`config.mk`:
```
export PLATFORM = sky130hd
export DESIGN_NAME = sensor_poll_frame_receiver
export DESIGN_NICKNAME = d
export VERILOG_FILES = /design/src/hw/rtl/spfr_pkg.sv /design/src/hw/rtl/spfr_emit.sv /design/src/hw/rtl/sensor_poll_frame_receiver.sv
export SDC_FILE = /design/constraint.sdc
export NUM_CORES = 1
export LEC_CHECK = 0
export BUFFER_PORTS_ARGS = -buffer_cell sky130_fd_sc_hd__buf_4
export CORE_UTILIZATION = 60
export CTS_BUF_LIST = sky130_fd_sc_hd__clkbuf_8
export DETAILED_ROUTE_END_ITERATION = 6
export HOLD_SLACK_MARGIN = 0.06
export PLACE_DENSITY = 0.88
export SYNTH_ARGS = -nofsm -noshare
export SYNTH_HDL_FRONTEND = slang
export SYNTH_HIERARCHICAL = 1
export SYNTH_SLANG_ARGS = --single-unit
```
`constraint.sdc`:
```
create_clock -name clk -period 4.8 [get_ports clk]
set_input_delay 0.72 -clock clk [delete_from_list [all_inputs] [get_ports clk]]
set_output_delay 0.72 -clock clk [all_outputs]
set_load 0.02 [all_outputs]
```
`src/hw/rtl/spfr_pkg.sv`:
```
`default_nettype none

package spfr_pkg;

  // Frame capture
  localparam int unsigned CAPTURE_LIMIT_DEF = 20;
  localparam int unsigned GOOD_LENGTH       = 10;
  localparam int unsigned READ_FIRST_IDX    = 3;
  localparam int unsigned READ_BYTES        = 4;
  localparam int unsigned LEN_W             = 5;

  // Configuration registers
  localparam int unsigned REG_W     = 16;
  localparam int unsigned CFG_IDX_W = 2;
  localparam logic [CFG_IDX_W-1:0] REG_REQUEST_PERIOD = 2'd0;
  localparam logic [CFG_IDX_W-1:0] REG_FIRST_TIMEOUT  = 2'd1;
  localparam logic [CFG_IDX_W-1:0] REG_GAP_TIMEOUT    = 2'd2;
  localparam logic [REG_W-1:0] REQUEST_PERIOD_RST = 16'd1000;
  localparam logic [REG_W-1:0] FIRST_TIMEOUT_RST  = 16'd500;
  localparam logic [REG_W-1:0] GAP_TIMEOUT_RST    = 16'd20;
  localparam logic [REG_W-1:0] MS_MAX             = 16'hFFFF;

  // Poll sequence
  localparam logic [1:0] POLL_LEN   = 2'd3;
  localparam logic [7:0] POLL_BYTE0 = 8'h55;
  localparam logic [7:0] POLL_BYTE1 = 8'hAA;
  localparam logic [7:0] POLL_BYTE2 = 8'h01;

  typedef enum logic {
    CMD_TICK = 1'b0,
    CMD_BYTE = 1'b1
  } cmd_t;

  typedef enum logic [1:0] {
    KIND_TX       = 2'd0,
    KIND_READING  = 2'd1,
    KIND_NO_FIRST = 2'd2,
    KIND_BAD_LEN  = 2'd3
  } kind_t;

  typedef struct packed {
    cmd_t       cmd;
    logic [7:0] rx_byte;
  } in_item_t;

  typedef struct packed {
    kind_t            kind;
    logic [7:0]       tx_byte;
    logic [31:0]      reading_hundredths;
    logic [LEN_W-1:0] frame_length;
    logic             last;
  } out_item_t;

  // Results still owed for one tick: an optional frame-end status, then poll bytes
  typedef struct packed {
    logic             end_pend;
    kind_t            end_kind;
    logic [31:0]      end_reading;
    logic [LEN_W-1:0] end_len;
    logic [1:0]       poll_left;
  } batch_t;

  // Poll byte for the given number of bytes still to send
  function automatic logic [7:0] poll_byte(input logic [1:0] left);
    logic [7:0] b;
    begin
      case (left)
        2'd3:    b = POLL_BYTE0;
        2'd2:    b = POLL_BYTE1;
        2'd1:    b = POLL_BYTE2;
        default: b = 8'h00;
      endcase
      return b;
    end
  endfunction

endpackage

`default_nettype wire

```
`src/hw/rtl/spfr_emit.sv`:
```
`default_nettype none

module spfr_emit (
  input  wire               clk,
  input  wire               rst_n,
  input  wire               load,
  input  spfr_pkg::batch_t  batch_in,
  output logic              batch_free,
  output logic              out_valid,
  input  wire               out_stall,
  output spfr_pkg::out_item_t out_item
);

  spfr_pkg::batch_t    batch_r, batch_nxt;
  spfr_pkg::out_item_t out_item_r, item_nxt;
  logic                out_valid_r, out_valid_nxt;
  logic                out_free, pend, one_left, take;

  // Output register can take a new item when empty or being drained
  assign out_free = !out_valid_r || !out_stall;
  assign pend     = batch_r.end_pend || (batch_r.poll_left != 2'd0);
  assign one_left = (batch_r.end_pend && (batch_r.poll_left == 2'd0)) ||
                    (!batch_r.end_pend && (batch_r.poll_left == 2'd1));
  assign take       = out_free && pend;
  assign batch_free = !pend || (take && one_left);

  // Pick the next item: frame-end status first, then the poll bytes
  always_comb begin
    item_nxt = '0;
    if (batch_r.end_pend) begin
      item_nxt.kind               = batch_r.end_kind;
      item_nxt.reading_hundredths = batch_r.end_reading;
      item_nxt.frame_length       = batch_r.end_len;
      item_nxt.last               = (batch_r.poll_left == 2'd0);
    end else begin
      item_nxt.kind    = spfr_pkg::KIND_TX;
      item_nxt.tx_byte = spfr_pkg::poll_byte(batch_r.poll_left);
      item_nxt.last    = (batch_r.poll_left == 2'd1);
    end
  end

  // Advance the batch; a new tick replaces it
  always_comb begin
    batch_nxt = batch_r;
    if (load) begin
      batch_nxt = batch_in;
    end else if (take) begin
      if (batch_r.end_pend) begin
        batch_nxt.end_pend = 1'b0;
      end else begin
        batch_nxt.poll_left = batch_r.poll_left - 2'd1;
      end
    end
  end

  always_comb begin
    if (take) begin
      out_valid_nxt = 1'b1;
    end else if (out_free) begin
      out_valid_nxt = 1'b0;
    end else begin
      out_valid_nxt = out_valid_r;
    end
  end

  always_ff @(posedge clk) begin
    if (!rst_n) begin
      batch_r     <= '0;
      out_valid_r <= 1'b0;
    end else begin
      batch_r     <= batch_nxt;
      out_valid_r <= out_valid_nxt;
    end
  end

  // Hold payload while stalled
  always_ff @(posedge clk) begin
    if (take) begin
      out_item_r <= item_nxt;
    end
  end

  assign out_valid = out_valid_r;
  assign out_item  = out_item_r;

endmodule

`default_nettype wire

```
`src/hw/rtl/sensor_poll_frame_receiver.sv`:
```
// Poll-and-receive frame engine for a serial sensor.
// Input channel (in_valid / in_stall / in_item): each item is either a
// one-millisecond tick or a received serial byte. Result channel
// (out_valid / out_stall / out_item): poll bytes to transmit, a reading,
// a no-reply timeout or a bad-length status; last marks the final result
// of one tick. Configuration (cfg_we / cfg_index / cfg_data) sets the poll
// period, first-byte timeout and inter-byte gap; write only while idle.
// A byte item is absorbed and gives no result. A tick gives zero to four
// results; the tick is first registered as a batch, and each result then
// passes into the output register, one per cycle while out_stall is low.
// The next item is taken while the final result of the previous tick
// waits in the output register. The result sequencer is the limit: one
// result a cycle when the output is not stalled.
// Reset restores the register defaults (1000, 500, 20 ms), clears the
// frame, elapsed counters and any pending results. When the receiver
// stalls, the result holds and in_stall rises once pending results back up.
`default_nettype none

module sensor_poll_frame_receiver #(
  parameter int unsigned CAPTURE_LIMIT = spfr_pkg::CAPTURE_LIMIT_DEF
) (
  input  wire                               clk,
  input  wire                               rst_n,
  input  wire                               in_valid,
  output logic                              in_stall,
  input  spfr_pkg::in_item_t                in_item,
  output logic                              out_valid,
  input  wire                               out_stall,
  output spfr_pkg::out_item_t               out_item,
  input  wire                               cfg_we,
  input  wire [spfr_pkg::CFG_IDX_W-1:0]     cfg_index,
  input  wire [spfr_pkg::REG_W-1:0]         cfg_data
);

  localparam int unsigned CntW = $clog2(CAPTURE_LIMIT + 1);

  logic [spfr_pkg::REG_W-1:0] period_r, first_to_r, gap_to_r;
  logic [CntW-1:0]            cnt_r, cnt_nxt;
  logic [CntW+spfr_pkg::LEN_W-1:0] cnt_ext;
  logic [31:0]                reading_r, reading_nxt;
  logic                       waiting_r, waiting_nxt;
  logic [spfr_pkg::REG_W-1:0] ms_req_r, ms_req_nxt, ms_byte_r, ms_byte_nxt;
  logic [spfr_pkg::REG_W-1:0] req_inc, byte_inc;
  logic                       accept, load, batch_free;
  spfr_pkg::batch_t           batch_new;

  assign in_stall = !batch_free;
  assign accept   = in_valid && !in_stall;
  assign load     = accept && (in_item.cmd == spfr_pkg::CMD_TICK);
  assign cnt_ext  = {{spfr_pkg::LEN_W{1'b0}}, cnt_r};

  // Saturating elapsed counters as seen by a tick
  assign req_inc  = (ms_req_r  != spfr_pkg::MS_MAX) ? ms_req_r  + 16'd1 : ms_req_r;
  assign byte_inc = (ms_byte_r != spfr_pkg::MS_MAX) ? ms_byte_r + 16'd1 : ms_byte_r;

  // Frame state update and the results a tick owes
  always_comb begin
    cnt_nxt     = cnt_r;
    reading_nxt = reading_r;
    waiting_nxt = waiting_r;
    ms_req_nxt  = ms_req_r;
    ms_byte_nxt = ms_byte_r;
    batch_new   = '0;
    if (accept) begin
      if (in_item.cmd == spfr_pkg::CMD_BYTE) begin
        if (cnt_r < CntW'(CAPTURE_LIMIT)) begin
          for (int k = 0; k < spfr_pkg::READ_BYTES; k++) begin
            if (cnt_r == CntW'(spfr_pkg::READ_FIRST_IDX + k)) begin
              reading_nxt[k*8 +: 8] = in_item.rx_byte;
            end
          end
          cnt_nxt = cnt_r + 1'b1;
        end
        ms_byte_nxt = '0;
      end else begin
        ms_req_nxt  = req_inc;
        ms_byte_nxt = byte_inc;
        // Close the frame: no reply at all, or a gap after bytes
        if (waiting_r) begin
          if (cnt_r == '0) begin
            if (req_inc >= first_to_r) begin
              batch_new.end_pend = 1'b1;
              batch_new.end_kind = spfr_pkg::KIND_NO_FIRST;
              waiting_nxt        = 1'b0;
            end
          end else if (byte_inc >= gap_to_r) begin
            batch_new.end_pend = 1'b1;
            batch_new.end_len  = cnt_ext[spfr_pkg::LEN_W-1:0];
            if (cnt_r == CntW'(spfr_pkg::GOOD_LENGTH)) begin
              batch_new.end_kind    = spfr_pkg::KIND_READING;
              batch_new.end_reading = reading_r;
            end else begin
              batch_new.end_kind = spfr_pkg::KIND_BAD_LEN;
            end
            cnt_nxt     = '0;
            waiting_nxt = 1'b0;
          end
        end
        // Issue a new poll and restart the frame
        if (req_inc >= period_r) begin
          batch_new.poll_left = spfr_pkg::POLL_LEN;
          ms_req_nxt          = '0;
          cnt_nxt             = '0;
          reading_nxt         = '0;
          waiting_nxt         = 1'b1;
        end
      end
    end
  end

  always_ff @(posedge clk) begin
    if (!rst_n) begin
      cnt_r     <= '0;
      reading_r <= '0;
      waiting_r <= 1'b0;
      ms_req_r  <= '0;
      ms_byte_r <= '0;
    end else begin
      cnt_r     <= cnt_nxt;
      reading_r <= reading_nxt;
      waiting_r <= waiting_nxt;
      ms_req_r  <= ms_req_nxt;
      ms_byte_r <= ms_byte_nxt;
    end
  end

  // Configuration registers; unknown index is dropped
  always_ff @(posedge clk) begin
    if (!rst_n) begin
      period_r   <= spfr_pkg::REQUEST_PERIOD_RST;
      first_to_r <= spfr_pkg::FIRST_TIMEOUT_RST;
      gap_to_r   <= spfr_pkg::GAP_TIMEOUT_RST;
    end else if (cfg_we) begin
      unique case (cfg_index)
        spfr_pkg::REG_REQUEST_PERIOD: period_r   <= cfg_data;
        spfr_pkg::REG_FIRST_TIMEOUT:  first_to_r <= cfg_data;
        spfr_pkg::REG_GAP_TIMEOUT:    gap_to_r   <= cfg_data;
        default: ;
      endcase
    end
  end

  spfr_emit u_emit (
    .clk        (clk),
    .rst_n      (rst_n),
    .load       (load),
    .batch_in   (batch_new),
    .batch_free (batch_free),
    .out_valid  (out_valid),
    .out_stall  (out_stall),
    .out_item   (out_item)
  );

endmodule

`default_nettype wire

```
==> impl_metrics.csv <==
group,metric,value,unit
outcome,outcome,"finished, final reports clean",
timing,tightest_slew,0.793,ns
final_layout,multi_input_comb_area,5260,µm²
place,dp_hpwl,15.8,mm
synthesis,ys_warn_count,6,
setup_path,worstPathRequired,5.21,ns
global_routing,grt_util_met1,33.9,%
hold_path,holdCritStartpoint,"gap_to_r[15]",
cts,postCtsHoldBufs,0,
global_routing,grt_usage,26.9,%
timing,fmax,232,MHz
cts,cts_buffer_depth,3,
global_routing,use_met2,45.2,%
timing,fin_skew,0.0245,ns
cts,cts_resized,0,
die,coreArea,16700,µm²
timing,relSlewSlack,47.2,%
routing,drt_pre_antenna_iters,6,
die,io_pins,82,
routing,dr_total_vias,8516,
final_layout,final_core_util,69.7,%
final_layout,nFillCells,1280,
power_and_ir_drop,p_per_area,396,nW/µm²
cts,cts_tree,"yes",
timing,finalHoldViolCount,0,
global_routing,grt-ovfl-total,0,
setup_path,start_kind,"flop",
timing,post-route-min-period,4.32,ns
synthesis,avgSynthCellArea,8.97,µm²
place,routabilityCongestion,0.865,
global_routing,grt_max_degree,83,
hold_path,hold_path_depth,2,
hold_path,hold-path-endpoint,"gap_to_r[15]",
timing,setup_violations,0,
die,initial_core_util,61.9,%
routing,drc,0,
hold_path,holdCritPathClass,"reg -> reg",
synthesis,synth_seq_area_share,43.7,%
cts,root_buffer,"clkbuf_8",
cts,worstSkewPairLatency,0.54,ns
die,row_count,47,
final_layout,area_delta_synth_final,12.5,%
setup_path,startpoint,"ms_byte_r[0]",
final_layout,nNetsFinal,1295,
global_routing,grtUsageMet3,4.60,%
cts,cts_buffers,34,
cts,path_clk_slew,0.06,ns
synthesis,synth.distinct_cells,75,
final_layout,ff_latch_area,4510,µm²
final_layout,layout-drive-gt1-share,13.6,%
global_routing,antenna_found_initial,0,
die,die_h,133,µm
global_routing,grt_pass1_wl,39.2,mm
setup_path,path_class,"reg -> reg",
timing,rsz0062_at_grt,"no",
synthesis,async_flop_share,0,%
setup_path,worstReg2RegStart,"ms_byte_r[0]",
timing,maxSlewViolCount,0,
routing,wl_per_cell,16.4,µm
setup_path,path_max_fanout,32,
setup_path,crit_path_cell_trace,"ha_1 > and3_1 > nand3_1 > nor3_1 > nor3_1 > xor2_1 > ha_1 > a21o_1 > nand3_1 > a21oi_1 > a2111oi_4 > nor3b_2 > buf_4 > and2_1 > mux2i_1 > nor2b_1",
setup_path,r2r_slack,0.48,ns
flow_run,maxCapViolCount,0,
routing,ant_nets,0,
setup_path,cp.arrival,4.72,ns
setup_path,cp_slowest_cell,"a2111oi_4",
timing,period_share,90.0,%
setup_path,end_kind,"flop",
place,numPortBuffers,81,
power_and_ir_drop,p_leak,4.56,nW
power_and_ir_drop,peakVddDrop,0.503,mV
global_routing,top_usage_layer,"met2",
synthesis,yosys_most_used_dff,"dfxtp_1",
die,die_x,133,µm
synthesis,synth_edf_count,43,
setup_path,critPathMaxStageDelay,0.63,ns
routing,drt-total-wl,23.7,mm
final_layout,num_antenna_cells,0,
global_routing,first_global_vias,8034,
power_and_ir_drop,p_total,4.60,mW
cts,ctsHtreeMaxLevel,2,
routing,vias_per_cell,5.87,
synthesis,synth-seq-cells,204,
setup_path,r2r-end,"u_emit/batch_r[13]",
synthesis,synth_fp_nets,1242,
cts,post_cts_buffers,0,
synthesis,syn_area,10300,µm²
die,dieArea,17800,µm²
cts,clock-sinks,204,
timing,setup_tns,0,ns
setup_path,reg2reg_depth,16,
routing,first_iter_violations,787,
synthesis,post_synth_inst_count,1152,
==> how the worst max path moves through the flow <==
stage | endpoint | slack [ns] | depth (start not counted)
4_1_cts | u_emit/batch_r[13] | 0.51 | 16
3_3_place_gp | u_emit/batch_r[22] | 0.74 | 14
5_1_grt | u_emit/batch_r[13] | 0.16 | 16
6_report | u_emit/batch_r[13] | 0.48 | 16
3_5_place_dp | u_emit/batch_r[19] | 0.58 | 14
2_1_floorplan | u_emit/batch_r[32] | 0.98 | 15
==> flip-flops by register name (all words and copies together) (netlist names) <==
signal and count:
cnt_r 5, first_to_r 16, gap_to_r 16, ms_byte_r 16
ms_req_r 16, period_r 16, reading_r 32, u_emit/batch_r 42
u_emit/out_item 43, u_emit/out_valid 1, waiting_r 1
==> cell families (layout without fill, tap and decap cells) <==
group | count (synthesis) | in the layout | share of synthesized area (%)
AND/OR/NAND/NOR | 477 | 477 | 24.0
multiplexers | 46 | 46 | 4.54
adder cells (fa/ha/maj) | 58 | 58 | 7.02
XOR/XNOR | 23 | 23 | 1.95
AO/OA/AOI/OAI | 212 | 212 | 13.2
buffers and inverters | 132 | 210 | 5.58
flip-flops | 204 | 204 | 43.7
==> per-layer routing <==
layer,vias up,wire length (µm)
met5,-,0
met3,69,1490
li1,4133,-
met1,3986,10100
met4,0,641
met2,328,11500
==> worst max-delay path: cells and delay by family (launching register included) <==
| family | cells | cell delay, ns |
|---|---|---|
| buffers and inverters | 1 | 0.25 |
| flip-flops | 1 | 0.45 |
| adder cells (fa/ha/maj) | 2 | 0.59 |
| AO/OA/AOI/OAI | 3 | 0.93 |
| AND/OR/NAND/NOR | 8 | 1.58 |
| multiplexers | 1 | 0.17 |
| XOR/XNOR | 1 | 0.20 |
==> Yosys cell counts (18+ instances only) <==
cell type  number  area [µm²]
o21ai_0        23         115
inv_1          56         210
a31oi_1        24         150
mux2i_1        39         390
dfxtp_1       161        3220
o211ai_1       18         135
a21oi_1        97         485
edfxtp_1       43        1290
nor2b_1        44         275
ha_1           58         726
clkbuf_1       48         180
and2_1         77         482
nor2_1         47         176
nand2_1       139         522
nand3_1        87         435
==> area by class of cell <==
cell class	instances	area share, %
Clock inverter	18	0.699
Clock buffer	43	5.09
Timing Repair Buffer	93	6.00
Multi-Input combinational cell	816	45.2
Sequential cell	204	38.8
Inverter	56	1.81
Tap cell	220	2.37
==> stage by stage <==
step / setup slack (ns) / area [µm²] / instances / hold WS [ns]
detailed placement: 0.584 / 11000 / 1389 / 0.449
floorplan: 0.976 / 10300 / 1152 / 0.436
finish: 0.482 / 11600 / 1450 / 0.456
global route: 0.159 / 11600 / 1450 / 0.448
CTS: 0.513 / 11600 / 1450 / 0.438
global placement: 0.742 / 11000 / 1389 / 0.442
==> power by group <==
part / switching [mW] / total (mW) / internal, mW
registers: 0.0770 / 2.07 / 1.99
logic: 0.652 / 1.03 / 0.379
clock network: 0.692 / 1.50 / 0.809
==> cells in the final DEF, fill, tap and decap left out, types with 23 or more instances in the layout <==
cell | synthesis | final
nor2b_1 | 44 | 44
nand2_1 | 139 | 139
mux2i_1 | 39 | 39
nand3_1 | 87 | 87
clkbuf_8 | 0 | 43
ha_1 | 58 | 58
edfxtp_1 | 43 | 43
dfxtp_1 | 161 | 161
inv_1 | 56 | 66
and2_1 | 77 | 77
a21oi_1 | 97 | 96
buf_4 | 7 | 93
o21ai_0 | 23 | 23
nor2_1 | 47 | 47
a31oi_1 | 24 | 24
No activity file was read; power rests on OpenSTA's default activity.
